[src/pbpc_pkg.sv]
`default_nettype none
// ----------------------------------------------------------------------------
// pbpc_pkg
// Shared constants, types and tables of the proportional band PWM controller.
// ----------------------------------------------------------------------------
package pbpc_pkg;

	localparam int PWM_STEPS  = 20;
	localparam int TICK_W     = $clog2(PWM_STEPS);
	localparam int ON_W       = $clog2(PWM_STEPS + 1);

	localparam int SAMPLE_W   = 10;
	localparam int REG_W      = 7;
	localparam int ERR_W      = 8;
	localparam int PV_W       = 7;
	localparam int TENTHS_W   = 4;
	localparam int DRIVE_W    = 7;

	localparam int DIV_W      = 12;
	localparam int DIVISOR_W  = 7;
	localparam int DIV_CNT_W  = $clog2(DIV_W);

	localparam int Q_MAX      = 20;
	localparam int Q_W        = 5;
	localparam int DRIVE_STEP = 100 / Q_MAX;
	localparam int DECIMAL    = 10;
	localparam int MIN_BAND   = 2;

	localparam logic [REG_W-1:0] SETPOINT_RST = REG_W'(40);
	localparam logic [REG_W-1:0] BAND_RST     = REG_W'(40);

	typedef enum logic [0:0] {
		REG_SETPOINT = 1'b0,
		REG_BAND     = 1'b1
	} reg_index_t;

	typedef struct packed {
		logic                 start;
		logic [DIV_W-1:0]     dividend;
		logic [DIVISOR_W-1:0] divisor;
	} div_req_t;

	typedef struct packed {
		logic                 done;
		logic [DIV_W-1:0]     quotient;
		logic [DIVISOR_W-1:0] remainder;
	} div_rsp_t;

	typedef logic [ON_W-1:0] on_tbl_t [0:(2**Q_W)-1];

	function automatic on_tbl_t build_on_tbl();
		on_tbl_t t;
		for (int i = 0; i < 2**Q_W; i++) begin
			t[i] = ON_W'((i * PWM_STEPS) / Q_MAX);
		end
		return t;
	endfunction

	localparam on_tbl_t ON_TBL = build_on_tbl();

endpackage
`default_nettype wire

[src/pbpc_sdiv.sv]
`default_nettype none
// ----------------------------------------------------------------------------
// pbpc_sdiv
// Bit-serial restoring divider, one quotient bit per cycle.
// ----------------------------------------------------------------------------
module pbpc_sdiv (
	input  wire               clk,
	input  wire               arst_n,
	input  pbpc_pkg::div_req_t req,
	output pbpc_pkg::div_rsp_t rsp
);

	logic                               busy_q;
	logic                               done_q;
	logic [pbpc_pkg::DIV_CNT_W-1:0]     cnt_q;
	logic [pbpc_pkg::DIV_W-1:0]         quo_q;
	logic [pbpc_pkg::DIVISOR_W-1:0]     rem_q;
	logic [pbpc_pkg::DIVISOR_W-1:0]     dsr_q;

	logic [pbpc_pkg::DIVISOR_W:0]       trial;
	logic                               fits;
	logic [pbpc_pkg::DIVISOR_W:0]       diff;

	assign trial = {rem_q, quo_q[pbpc_pkg::DIV_W-1]};
	assign fits  = trial >= {1'b0, dsr_q};
	assign diff  = trial - {1'b0, dsr_q};

	always_ff @(posedge clk or negedge arst_n) begin
		if (!arst_n) begin
			busy_q <= 1'b0;
			done_q <= 1'b0;
			cnt_q  <= '0;
		end else begin
			done_q <= 1'b0;
			if (req.start) begin
				busy_q <= 1'b1;
				cnt_q  <= pbpc_pkg::DIV_CNT_W'(pbpc_pkg::DIV_W - 1);
			end else if (busy_q) begin
				cnt_q <= cnt_q - 1'b1;
				if (cnt_q == '0) begin
					busy_q <= 1'b0;
					done_q <= 1'b1;
				end
			end
		end
	end

	always_ff @(posedge clk) begin
		if (req.start) begin
			quo_q <= req.dividend;
			rem_q <= '0;
			dsr_q <= req.divisor;
		end else if (busy_q) begin
			quo_q <= {quo_q[pbpc_pkg::DIV_W-2:0], fits};
			rem_q <= fits ? diff[pbpc_pkg::DIVISOR_W-1:0] : trial[pbpc_pkg::DIVISOR_W-1:0];
		end
	end

	assign rsp.done      = done_q;
	assign rsp.quotient  = quo_q;
	assign rsp.remainder = rem_q;

endmodule
`default_nettype wire

[src/proportional_band_pwm_controller_top.sv]
`default_nettype none
// ----------------------------------------------------------------------------
// proportional_band_pwm_controller_top
// Proportional band controller with a time-proportioned output.
// ----------------------------------------------------------------------------
// One item is one control-period tick carrying a converter sample. The block
// splits the sample into whole and tenths by ten, forms the error against the
// setpoint, maps it across the proportional band to a drive in steps of five
// percent, and gates the output against a wrapping tick counter. One shared
// bit-serial divider does both divisions, each loaded by a registered start
// request; the second is skipped when the error lies outside the band. When
// the result is loaded the block returns to idle, ready for the next item.
// A new item is taken while the previous result still waits.
// ----------------------------------------------------------------------------
module proportional_band_pwm_controller_top (
	input  wire                              clk,
	input  wire                              arst_n,
	input  wire                              cfg_we,
	input  wire                              cfg_index,
	input  wire [pbpc_pkg::REG_W-1:0]        cfg_data,
	input  wire                              in_valid,
	output logic                             in_ready,
	input  wire [pbpc_pkg::SAMPLE_W-1:0]     adc_sample,
	output logic                             out_valid,
	input  wire                              out_ready,
	output logic [pbpc_pkg::DRIVE_W-1:0]     drive_percent,
	output logic                             output_active,
	output logic signed [pbpc_pkg::ERR_W-1:0] control_error,
	output logic [pbpc_pkg::PV_W-1:0]        pv_whole,
	output logic [pbpc_pkg::TENTHS_W-1:0]    pv_tenths
);

	typedef enum logic [2:0] {
		ST_IDLE,
		ST_DIV1,
		ST_ERR,
		ST_DIV2,
		ST_FIN
	} state_t;

	state_t                              state_q;
	logic [pbpc_pkg::REG_W-1:0]          setpoint_q;
	logic [pbpc_pkg::REG_W-1:0]          band_q;
	logic [pbpc_pkg::TICK_W-1:0]         tick_q;
	pbpc_pkg::div_req_t                  req_q;
	pbpc_pkg::div_rsp_t                  rsp;
	logic [pbpc_pkg::PV_W-1:0]           whole_q;
	logic [pbpc_pkg::TENTHS_W-1:0]       tenths_q;
	logic signed [pbpc_pkg::ERR_W-1:0]   err_q;
	logic [pbpc_pkg::Q_W-1:0]            q_q;

	logic                                out_valid_q;
	logic [pbpc_pkg::DRIVE_W-1:0]        drive_q;
	logic                                active_q;
	logic signed [pbpc_pkg::ERR_W-1:0]   error_q;
	logic [pbpc_pkg::PV_W-1:0]           pv_whole_q;
	logic [pbpc_pkg::TENTHS_W-1:0]       pv_tenths_q;

	logic [pbpc_pkg::REG_W-1:0]          band_eff;
	logic signed [pbpc_pkg::ERR_W-1:0]   half_s;
	logic                                below;
	logic                                above;
	logic [pbpc_pkg::ERR_W-1:0]          num;
	logic [pbpc_pkg::DIV_W-1:0]          scaled;
	logic [pbpc_pkg::ON_W-1:0]           on_ticks;
	logic                                load_out;

	pbpc_sdiv u_sdiv (
		.clk    (clk),
		.arst_n (arst_n),
		.req    (req_q),
		.rsp    (rsp)
	);

	assign band_eff = (band_q < pbpc_pkg::REG_W'(pbpc_pkg::MIN_BAND))
		? pbpc_pkg::REG_W'(pbpc_pkg::MIN_BAND) : band_q;
	assign half_s   = signed'({2'b00, band_eff[pbpc_pkg::REG_W-1:1]});
	assign below    = err_q < -half_s;
	assign above    = err_q > half_s;
	assign num      = pbpc_pkg::ERR_W'(err_q + half_s);
	assign scaled   = pbpc_pkg::DIV_W'({num, 4'b0000}) + pbpc_pkg::DIV_W'({num, 2'b00});
	assign on_ticks = pbpc_pkg::ON_TBL[q_q];
	assign load_out = (state_q == ST_FIN) && (!out_valid_q || out_ready);

	assign in_ready = (state_q == ST_IDLE);

	always_ff @(posedge clk or negedge arst_n) begin
		if (!arst_n) begin
			setpoint_q <= pbpc_pkg::SETPOINT_RST;
			band_q     <= pbpc_pkg::BAND_RST;
		end else if (cfg_we) begin
			unique case (pbpc_pkg::reg_index_t'(cfg_index))
				pbpc_pkg::REG_SETPOINT: setpoint_q <= cfg_data;
				pbpc_pkg::REG_BAND:     band_q     <= cfg_data;
				default:                ;
			endcase
		end
	end

	always_ff @(posedge clk or negedge arst_n) begin
		if (!arst_n) begin
			state_q     <= ST_IDLE;
			req_q       <= '0;
			out_valid_q <= 1'b0;
			tick_q      <= '0;
			whole_q     <= '0;
			tenths_q    <= '0;
			err_q       <= '0;
			q_q         <= '0;
			drive_q     <= '0;
			active_q    <= 1'b0;
			error_q     <= '0;
			pv_whole_q  <= '0;
			pv_tenths_q <= '0;
		end else begin
			req_q.start <= 1'b0;
			if (out_valid_q && out_ready) begin
				out_valid_q <= 1'b0;
			end
			unique case (state_q)
				ST_IDLE: begin
					if (in_valid) begin
						req_q.start    <= 1'b1;
						req_q.dividend <= pbpc_pkg::DIV_W'(adc_sample);
						req_q.divisor  <= pbpc_pkg::DIVISOR_W'(pbpc_pkg::DECIMAL);
						state_q        <= ST_DIV1;
					end
				end
				ST_DIV1: begin
					if (rsp.done) begin
						whole_q  <= rsp.quotient[pbpc_pkg::PV_W-1:0];
						tenths_q <= rsp.remainder[pbpc_pkg::TENTHS_W-1:0];
						err_q    <= signed'({1'b0, setpoint_q})
							- signed'({1'b0, rsp.quotient[pbpc_pkg::PV_W-1:0]});
						state_q  <= ST_ERR;
					end
				end
				ST_ERR: begin
					if (below) begin
						q_q     <= '0;
						state_q <= ST_FIN;
					end else if (above) begin
						q_q     <= pbpc_pkg::Q_W'(pbpc_pkg::Q_MAX);
						state_q <= ST_FIN;
					end else begin
						req_q.start    <= 1'b1;
						req_q.dividend <= scaled;
						req_q.divisor  <= band_eff;
						state_q        <= ST_DIV2;
					end
				end
				ST_DIV2: begin
					if (rsp.done) begin
						q_q     <= rsp.quotient[pbpc_pkg::Q_W-1:0];
						state_q <= ST_FIN;
					end
				end
				ST_FIN: begin
					if (load_out) begin
						out_valid_q <= 1'b1;
						drive_q     <= pbpc_pkg::DRIVE_W'(q_q * pbpc_pkg::DRIVE_STEP);
						active_q    <= pbpc_pkg::ON_W'(tick_q) < on_ticks;
						error_q     <= err_q;
						pv_whole_q  <= whole_q;
						pv_tenths_q <= tenths_q;
						tick_q      <= (tick_q == pbpc_pkg::TICK_W'(pbpc_pkg::PWM_STEPS - 1))
							? '0 : tick_q + 1'b1;
						state_q     <= ST_IDLE;
					end
				end
				default: state_q <= ST_IDLE;
			endcase
		end
	end

	assign out_valid     = out_valid_q;
	assign drive_percent = drive_q;
	assign output_active = active_q;
	assign control_error = error_q;
	assign pv_whole      = pv_whole_q;
	assign pv_tenths     = pv_tenths_q;

`ifndef SYNTHESIS
	a_drive_range: assert property (@(posedge clk) disable iff (!arst_n)
		out_valid |-> (drive_percent <= pbpc_pkg::DRIVE_W'(100)) && (pv_tenths <= 4'd9))
		else $error("drive or tenths out of range");

	a_tick_range: assert property (@(posedge clk) disable iff (!arst_n)
		tick_q <= pbpc_pkg::TICK_W'(pbpc_pkg::PWM_STEPS - 1))
		else $error("tick counter out of range");

	a_active_drive: assert property (@(posedge clk) disable iff (!arst_n)
		(out_valid && output_active) |-> (drive_percent != '0))
		else $error("output active with zero drive");

	a_no_start_busy: assert property (@(posedge clk) disable iff (!arst_n)
		req_q.start |=> !req_q.start)
		else $error("divider started twice in a row");
`endif

endmodule
`default_nettype wire
[config.mk]
export PLATFORM = sky130hd
export DESIGN_NAME = proportional_band_pwm_controller_top
export DESIGN_NICKNAME = d
export VERILOG_FILES = /design/src/pbpc_pkg.sv /design/src/pbpc_sdiv.sv /design/src/proportional_band_pwm_controller_top.sv
export SDC_FILE = /design/constraint.sdc
export NUM_CORES = 1
export LEC_CHECK = 0
export BUFFER_PORTS_ARGS = -buffer_cell sky130_fd_sc_hd__buf_2
export CELL_PAD_IN_SITES_DETAIL_PLACEMENT = 1
export CELL_PAD_IN_SITES_GLOBAL_PLACEMENT = 1
export CORE_ASPECT_RATIO = 1.75
export CORE_MARGIN = 2
export CORE_UTILIZATION = 43
export CTS_CLUSTER_SIZE = 20
export DETAILED_ROUTE_END_ITERATION = 12
export PLACE_DENSITY_LB_ADDON = 0.1
export SETUP_SLACK_MARGIN = 0.2
export SKIP_CTS_REPAIR_TIMING = 1
export SYNTH_ARGS = -nofsm -noshare
export SYNTH_HDL_FRONTEND = slang
export SYNTH_HIERARCHICAL = 1
export SYNTH_SLANG_ARGS = --single-unit
[constraint.sdc]
create_clock -name clk -period 3.06 [get_ports clk]
set_clock_uncertainty 0.1 [all_clocks]
set_input_delay 0.612 -clock clk [delete_from_list [all_inputs] [get_ports clk]]
set_output_delay 0.612 -clock clk [all_outputs]
set_load 0.02 [all_outputs]
== Word-level counts from Yosys, hierarchy flattened ==
Memory sizes are Yosys's and may differ from the RTL's.
Index checks and enable logic that the tools add are counted.

* $add $sub $neg: 7
* Multipliers: 1
* Magnitude comparators: 6
* Eq/ne operators: 12
* Mux-type cells: 33
* Bitwise gates (word level): 2
* Reduce and logical (&&, ||, !) cells: 16

{| class="wikitable"
|+ Operator list
! cell !! count
|-
| 20-bit 2-to-1 mux || 3
|-
| 20-bit one-hot mux with 2 select lines || 1
|-
| 5-bit 2-to-1 mux || 6
|-
| 12-bit 2-to-1 mux || 2
|-
| 3-bit 2-to-1 mux || 6
|-
| 3-bit one-hot mux with 5 select lines || 1
|-
| 7-bit 2-to-1 mux || 2
|-
| 12-bit by 10-bit adder with 12-bit output || 1
|-
| 5-bit one-hot mux with 2 select lines || 1
|-
| 1-bit 2-to-1 mux || 9
|-
| 8-bit by 7-bit adder with 8-bit output || 1
|-
| 8-bit by 7-bit >= comparator with 1-bit output || 1
|-
| 8-bit by 7-bit > comparator with 1-bit output || 1
|-
| 8-bit < comparator || 1
|-
| 4-bit 2-to-1 mux || 2
|-
| 2-bit != test, second input constant || 4
|-
| 6-bit negator with 8-bit output || 1
|-
| 2-bit AND reduction || 4
|-
| 4-bit AND reduction || 2
|-
| 7-bit by 7-bit subtractor with 8-bit output || 1
|-
| 7-bit by 2-bit < comparator with 1-bit output, second input constant || 1
|-
| 5-bit by 3-bit multiplier with 7-bit output, second input constant || 1
|-
| 7-bit subtractor || 1
|-
| 3-bit by 2-bit == test with 1-bit output, second input constant || 2
|-
| other kinds (18) || 22
|}

* Flip-flop bits (word level): 126
* Memory bits (read-only): 160
* Input bits: 23
* Output and inout bits: 29
* Logic and storage cells: 101
* Memories kept: 1

{| class="wikitable"
|+ Memory list
! name !! depth !! width !! read ports !! clocked after Yosys merged registers in !! write ports !! line !! text
|-
| (name not given) || 32 || 5 || 1 || 0 || 0 || proportional_band_pwm_controller_top.sv:82 || <nowiki>assign on_ticks = pbpc_pkg::ON_TBL[q_q];</nowiki>
|}

== Depth between registers and ports, before layout ==
* Word-level depth: 7
* Mapped depth: 16
* Gate-level depth less buffers: 16

== By module ==
Netlist, hierarchy kept.

{| class="wikitable"
|+ By module, submodules not included
! module !! times used !! cells each !! area an instance (um^2) !! seq. area each (um^2)
|-
| proportional_band_pwm_controller_top || 1 || 562 || 5,396.4 || 2,357.3
|-
| pbpc_sdiv || 1 || 166 || 1,875.5 || 860.8
|}

== Least setup slack after synthesis ==
Ideal clock, no wire load.

* Path type: register to register
* From: reg band_q[5] in the netlist's numbering
* To: reg req_q[17] in the netlist's numbering
* Setup time: 0.124 ns
* Arrival time: 3.135 ns
* Data required time: 2.836 ns
* Setup slack: -0.299 ns
* Stages on the path, launching flop included: 16
* Path buffers: 0
* Period minus slack after synthesis: 3.359 ns
* Cell sequence: dfstp_2 -> nor4_1 -> nand2_1 -> nand2b_1 -> ha_1 -> fa_1 -> nand2b_1 -> a21oi_1 -> nor2_1 -> xor2_1 -> ha_1 -> a21o_1 -> a21oi_1 -> nor4b_1 -> a32o_1 -> o31a_1

* Cells in the longest elaborated chain, start to end: 7
* Elaborated cells between the ends (all ways): 13
* Classes of those cells: add/sub: 3; order compare: 3; eq/ne: 2; mux: 4; reduce/logical: 1

{| class="wikitable"
|+ Ends and longest elaborated chain
! element !! line !! text
|-
| start, declared || proportional_band_pwm_controller_top.sv:43 || <nowiki>logic [pbpc_pkg::REG_W-1:0] band_q;</nowiki>
|-
| start signal, assigned || proportional_band_pwm_controller_top.sv:90 || <nowiki>band_q <= pbpc_pkg::BAND_RST;</nowiki>
|-
| start signal, assigned || proportional_band_pwm_controller_top.sv:94 || <nowiki>pbpc_pkg::REG_BAND: band_q <= cfg_data;</nowiki>
|-
| 7-bit by 2-bit < comparator with 1-bit output || proportional_band_pwm_controller_top.sv:75 || <nowiki>assign band_eff = (band_q < pbpc_pkg::REG_W'(pbpc_pkg::MIN_BAND))</nowiki>
|-
| 7-bit 2-to-1 mux (*) || proportional_band_pwm_controller_top.sv:76 || <nowiki>? pbpc_pkg::REG_W'(pbpc_pkg::MIN_BAND) : band_q;</nowiki>
|-
| 8-bit by 7-bit adder with 8-bit output || proportional_band_pwm_controller_top.sv:80 || <nowiki>assign num = pbpc_pkg::ERR_W'(err_q + half_s);</nowiki>
|-
| 12-bit by 10-bit adder with 12-bit output || proportional_band_pwm_controller_top.sv:81 || <nowiki>assign scaled = pbpc_pkg::DIV_W'({num, 4'b0000}) + pbpc_pkg::DIV_W'({num, 2'b00});</nowiki>
|-
| 20-bit 2-to-1 mux || proportional_band_pwm_controller_top.sv:142 || <nowiki>end else if (above) begin</nowiki>
|-
| 20-bit 2-to-1 mux || proportional_band_pwm_controller_top.sv:139 || <nowiki>if (below) begin</nowiki>
|-
| 20-bit one-hot mux with 2 select lines || proportional_band_pwm_controller_top.sv:120 || <nowiki>unique case (state_q)</nowiki>
|-
| end, declared || proportional_band_pwm_controller_top.sv:45 || <nowiki>pbpc_pkg::div_req_t req_q;</nowiki>
|}

Mark *: on every way between the ends. The rest lies on a longest branch, timed or not. The select of a mux whose other input is x is not followed.
A chain may end at the register's enable or synchronous reset.

== Final worst setup path ==
* From: reg band_q[5] in the netlist's numbering
* To: reg req_q[18] in the netlist's numbering

Same word-level chain as after synthesis.

==> impl_metrics.py <==
metrics = {
    "detailed_routing": {
        "finalWirelength_mm": 21.2,
        "drt-wirelength-per-cell_um": 20.0,
        "drc": 0,
        "drtIter0Drc": 199,
        "vias": 5765,
        "dr.pass1.iters": 4,
        "viasPerCell": 5.43,
        "ant_nets": 0,
    },
    "critical_path": {
        "worstPathArrival_ps": 3510,
        "crit_buf_inv": 0,
        "cp.required_ps": 3260,
        "worstPathMaxFanout": 3,
        "path_delay_family": "adder cells",
        "path_class": "flop to flop",
        "slowest_stage": "dfstp_2",
        "end_kind": "flop",
        "worst_setup_path_start_kind": "flop",
        "cpPeakStageDelay_ps": 550,
        "path_cells": "nor4_4 -> nand2_1 -> nand2b_1 -> ha_2 -> fa_2 -> nand2b_4 -> a21oi_2 -> nor2_1 -> xor2_1 -> ha_1 -> o21ai_1 -> nor2_1 -> o31a_1 -> o21bai_1 -> xor2_1 -> mux2i_1",
    },
    "global_routing": {
        "antenna_found_initial": 0,
        "grt_pass1_wl_mm": 33.5,
        "grtUsageTotal": 0.248,
        "first_global_vias": 6337,
        "overflow": 0,
        "grt_max_degree": 49,
    },
    "timing": {
        "layout_min_cycle_time_ps": 3320,
        "relSlewSlack": 0.275,
        "worst_pin_slew_ps": 1090,
        "tns_ps": -856,
        "hold_viol_final": 0,
        "setup_viol": 7,
        "fin_ws_ps": -258,
        "rsz0062_at_grt": "true",
        "max_freq_mhz": 301,
        "drv_slew": 0,
        "finalCritPeriodShare": 1.08,
    },
    "logic_synthesis": {
        "syn_area_per_cell_um2": 9.99,
        "synth_edf_count": 19,
        "postSynthCellCount": 728,
        "syn-cell-area_mm2": 0.00727,
        "synth_ff_type": "dfrtp_1",
        "ys_seq_elements": 126,
        "ys_seq_area_frac": 0.443,
        "ys_types": 83,
        "syn-num-nets": 809,
        "yosys_warnings": 6,
        "async_reset_ff_frac": 0.794,
    },
    "die": {
        "die_h_um": 176,
        "io_pins": 52,
        "num_rows": 62,
        "die_area_mm2": 0.0180,
        "core_mm2": 0.0165,
        "start_util": 0.440,
        "die_w_um": 102,
    },
    "final_layout": {
        "seqCellArea_mm2": 0.00322,
        "insertedDiodeCount": 0,
        "multi_input_area_mm2": 0.00383,
        "area_growth_pct": 23.3,
        "nets": 905,
        "final.fill_count": 1856,
        "drive_above_1_share": 0.277,
    },
    "placed_design": {
        "place_hpwl_mm": 15.8,
        "port_buffers": 51,
        "gp_congestion": 0.955,
    },
    "clock_tree": {
        "cts-root-buf": "clkbuf_16",
        "worstSkewPairLatency_ps": 420,
        "cts_tree": "yes",
        "clock-sinks": 126,
        "clkTransAtPathRegs_ps": 60,
        "htreeDepth": 4,
        "numCtsBuffers": 17,
        "clk_path_buf_depth": 2,
    },
    "power_and_ir_drop": {
        "internal_power_mw": 6.27,
        "power.share.switching": 0.400,
        "pwr-share-comb": 0.514,
        "seq_power_share": 0.271,
        "finalPower_mw": 10.4,
        "power_density_mw_per_mm2": 1160,
        "switchingPower_mw": 4.18,
        "power_frac_clock": 0.214,
        "p_leak_nw": 4.30,
        "vdd.ir_drop.worst_mv": 1.26,
    },
    "flow_run": {
        "drv_cap": 0,
    },
    "hold_path": {
        "min_path_type": "input port to asynchronous set/reset pin",
    },
    "status": {
        "violations": "setup timing",
        "outcome": "finished with violations",
    },
}
==> worst paths after layout <==
| path | cells after the start | endpoint | startpoint | slack [ps] |
|---|---|---|---|---|
| worst max-delay path | 16 | req_q[18]$_DFFE_PN0P_ | band_q[5]$_DFFE_PN1P_ | -260 |
| worst min-delay path | 1 | drive_percent[4]$_DFFE_PN0P_ | arst_n | 130 |
| worst min register to register | 0 | u_sdiv/dsr_q[2]$_DFFE_PP_ | req_q[2]$_DFFE_PN0P_ | 360 |
| worst max register to register | 16 | req_q[18]$_DFFE_PN0P_ | band_q[5]$_DFFE_PN1P_ | -260 |
| max in group asynchronous | 2 | setpoint_q[3]$_DFFE_PN1P_ | arst_n | 2050 |
| min in group clk | 3 | req_q[14]$_DFFE_PN0P_ | adc_sample[7] | 300 |
==> synth_stat cells, drive strengths merged (4+ instances only) <==
library cell	instances	area share
edfxtp	19	0.078
nor2b	13	0.011
mux2	26	0.041
ha	53	0.091
or2	4	0.0034
nor2	27	0.014
a22o	4	0.0048
inv	52	0.027
nand2b	15	0.014
dfxtp	7	0.019
nand3	13	0.011
dfrtp	96	0.33
xnor2	12	0.014
a211oi	8	0.011
o31ai	7	0.0072
buf	17	0.015
a21o	10	0.010
o21a	6	0.0062
dfstp	4	0.014
fa	5	0.014
o221ai	9	0.018
nor3b	11	0.011
o21ai	48	0.037
nand2	147	0.077
o211ai	6	0.0095
xor2	9	0.011
clkbuf	17	0.0088
a21oi	11	0.0081
nor3	10	0.0069
==> sequential cells by signal (all words and copies together), names as in the netlist <==
| signal | flops |
|---|---|
| output_active | 1 |
| tick_q | 5 |
| req_q | 20 |
| pv_tenths | 4 |
| setpoint_q | 7 |
| whole_q | 7 |
| tenths_q | 4 |
| err_q | 8 |
| u_sdiv/done_q | 1 |
| band_q | 7 |
| state_q | 3 |
| u_sdiv/busy_q | 1 |
| control_error | 8 |
| out_valid | 1 |
| drive_percent | 7 |
| u_sdiv/cnt_q | 4 |
| u_sdiv/quo_q | 12 |
| q_q | 5 |
| u_sdiv/rem_q | 7 |
| u_sdiv/dsr_q | 7 |
| pv_whole | 7 |
==> metal layers <==
layer | routed length (µm) | GRT usage
met1 | 8000 | 0.268
met2 | 12100 | 0.458
met5 | 0 | 0
met3 | 288 | 0.0329
met4 | 858 | 0.128
==> placed cells by master (no fill, tap or decap), types with 10 or more instances in the layout <==
master / instances
a21o_1: 10
buf_2: 50
buf_4: 51
clkbuf_16: 19
dfrtp_1: 96
edfxtp_1: 19
ha_1: 50
inv_1: 51
mux2_2: 24
nand2_1: 146
nand2b_1: 12
nand3_1: 11
nor2_1: 26
nor2b_1: 13
nor3b_1: 10
o21ai_0: 31
o21ai_1: 10
xnor2_1: 11
==> through the flow <==
step / hold slack, ps / cell area [µm²] / util / instances / worst slack (ps)
2_1_floorplan: 216 / 7290 / - / 728 / -151
3_3_place_gp: 331 / 8030 / 0.486 / 1018 / -166
3_5_place_dp: 338 / 8030 / 0.486 / 1018 / -248
4_1_cts: 136 / 8690 / 0.526 / 1050 / -278
5_1_grt: 168 / 8970 / 0.543 / 1061 / -411
6_report: 126 / 8970 / 0.543 / 1061 / -258
==> cell type report <==
class / count / area share
clock buffer: 25 / 0.0600
clock inverter: 7 / 0.0134
inverter: 52 / 0.0218
multi-input combinational: 516 / 0.428
sequential: 126 / 0.359
tap: 224 / 0.0313
timing repair buffer: 111 / 0.0871
==> kinds of logic (layout without fill, tap and decap cells) <==
family | Yosys count | after routing | share of synthesized area
XOR/XNOR | 21 | 21 | 0.0253
flip-flops | 126 | 126 | 0.443
AO/OA/AOI/OAI | 141 | 141 | 0.155
adder cells (fa/ha/maj) | 58 | 58 | 0.105
other | 1 | 1 | 0.000516
AND/OR/NAND/NOR | 267 | 267 | 0.177
buffers and inverters | 86 | 195 | 0.0511
multiplexers | 28 | 28 | 0.0440
==> power by group through the flow <==
| stage | clock, mW | sequential, mW | combinational, mW |
|---|---|---|---|
| global placement | 0 | 2.83 | 4.67 |
| floorplan | 0 | 2.65 | 3.35 |
| finish | 2.24 | 2.83 | 5.37 |
| global route | 2.34 | 2.90 | 5.90 |
| detailed placement | 0 | 2.86 | 4.90 |
| CTS | 2.27 | 2.83 | 4.97 |
==> worst register-to-register path, cell delays in order (launching register included) <==
cell and delay, ps:
dfstp_2 550, nor4_4 50, nand2_1 80, nand2b_1 80, ha_2 190, fa_2 390, nand2b_4 100, a21oi_2 50
nor2_1 110, xor2_1 240, ha_1 300, o21ai_1 140, nor2_1 80, o31a_1 260, o21bai_1 170, xor2_1 190
mux2i_1 100
No activity file was read; power rests on OpenSTA's default activity.
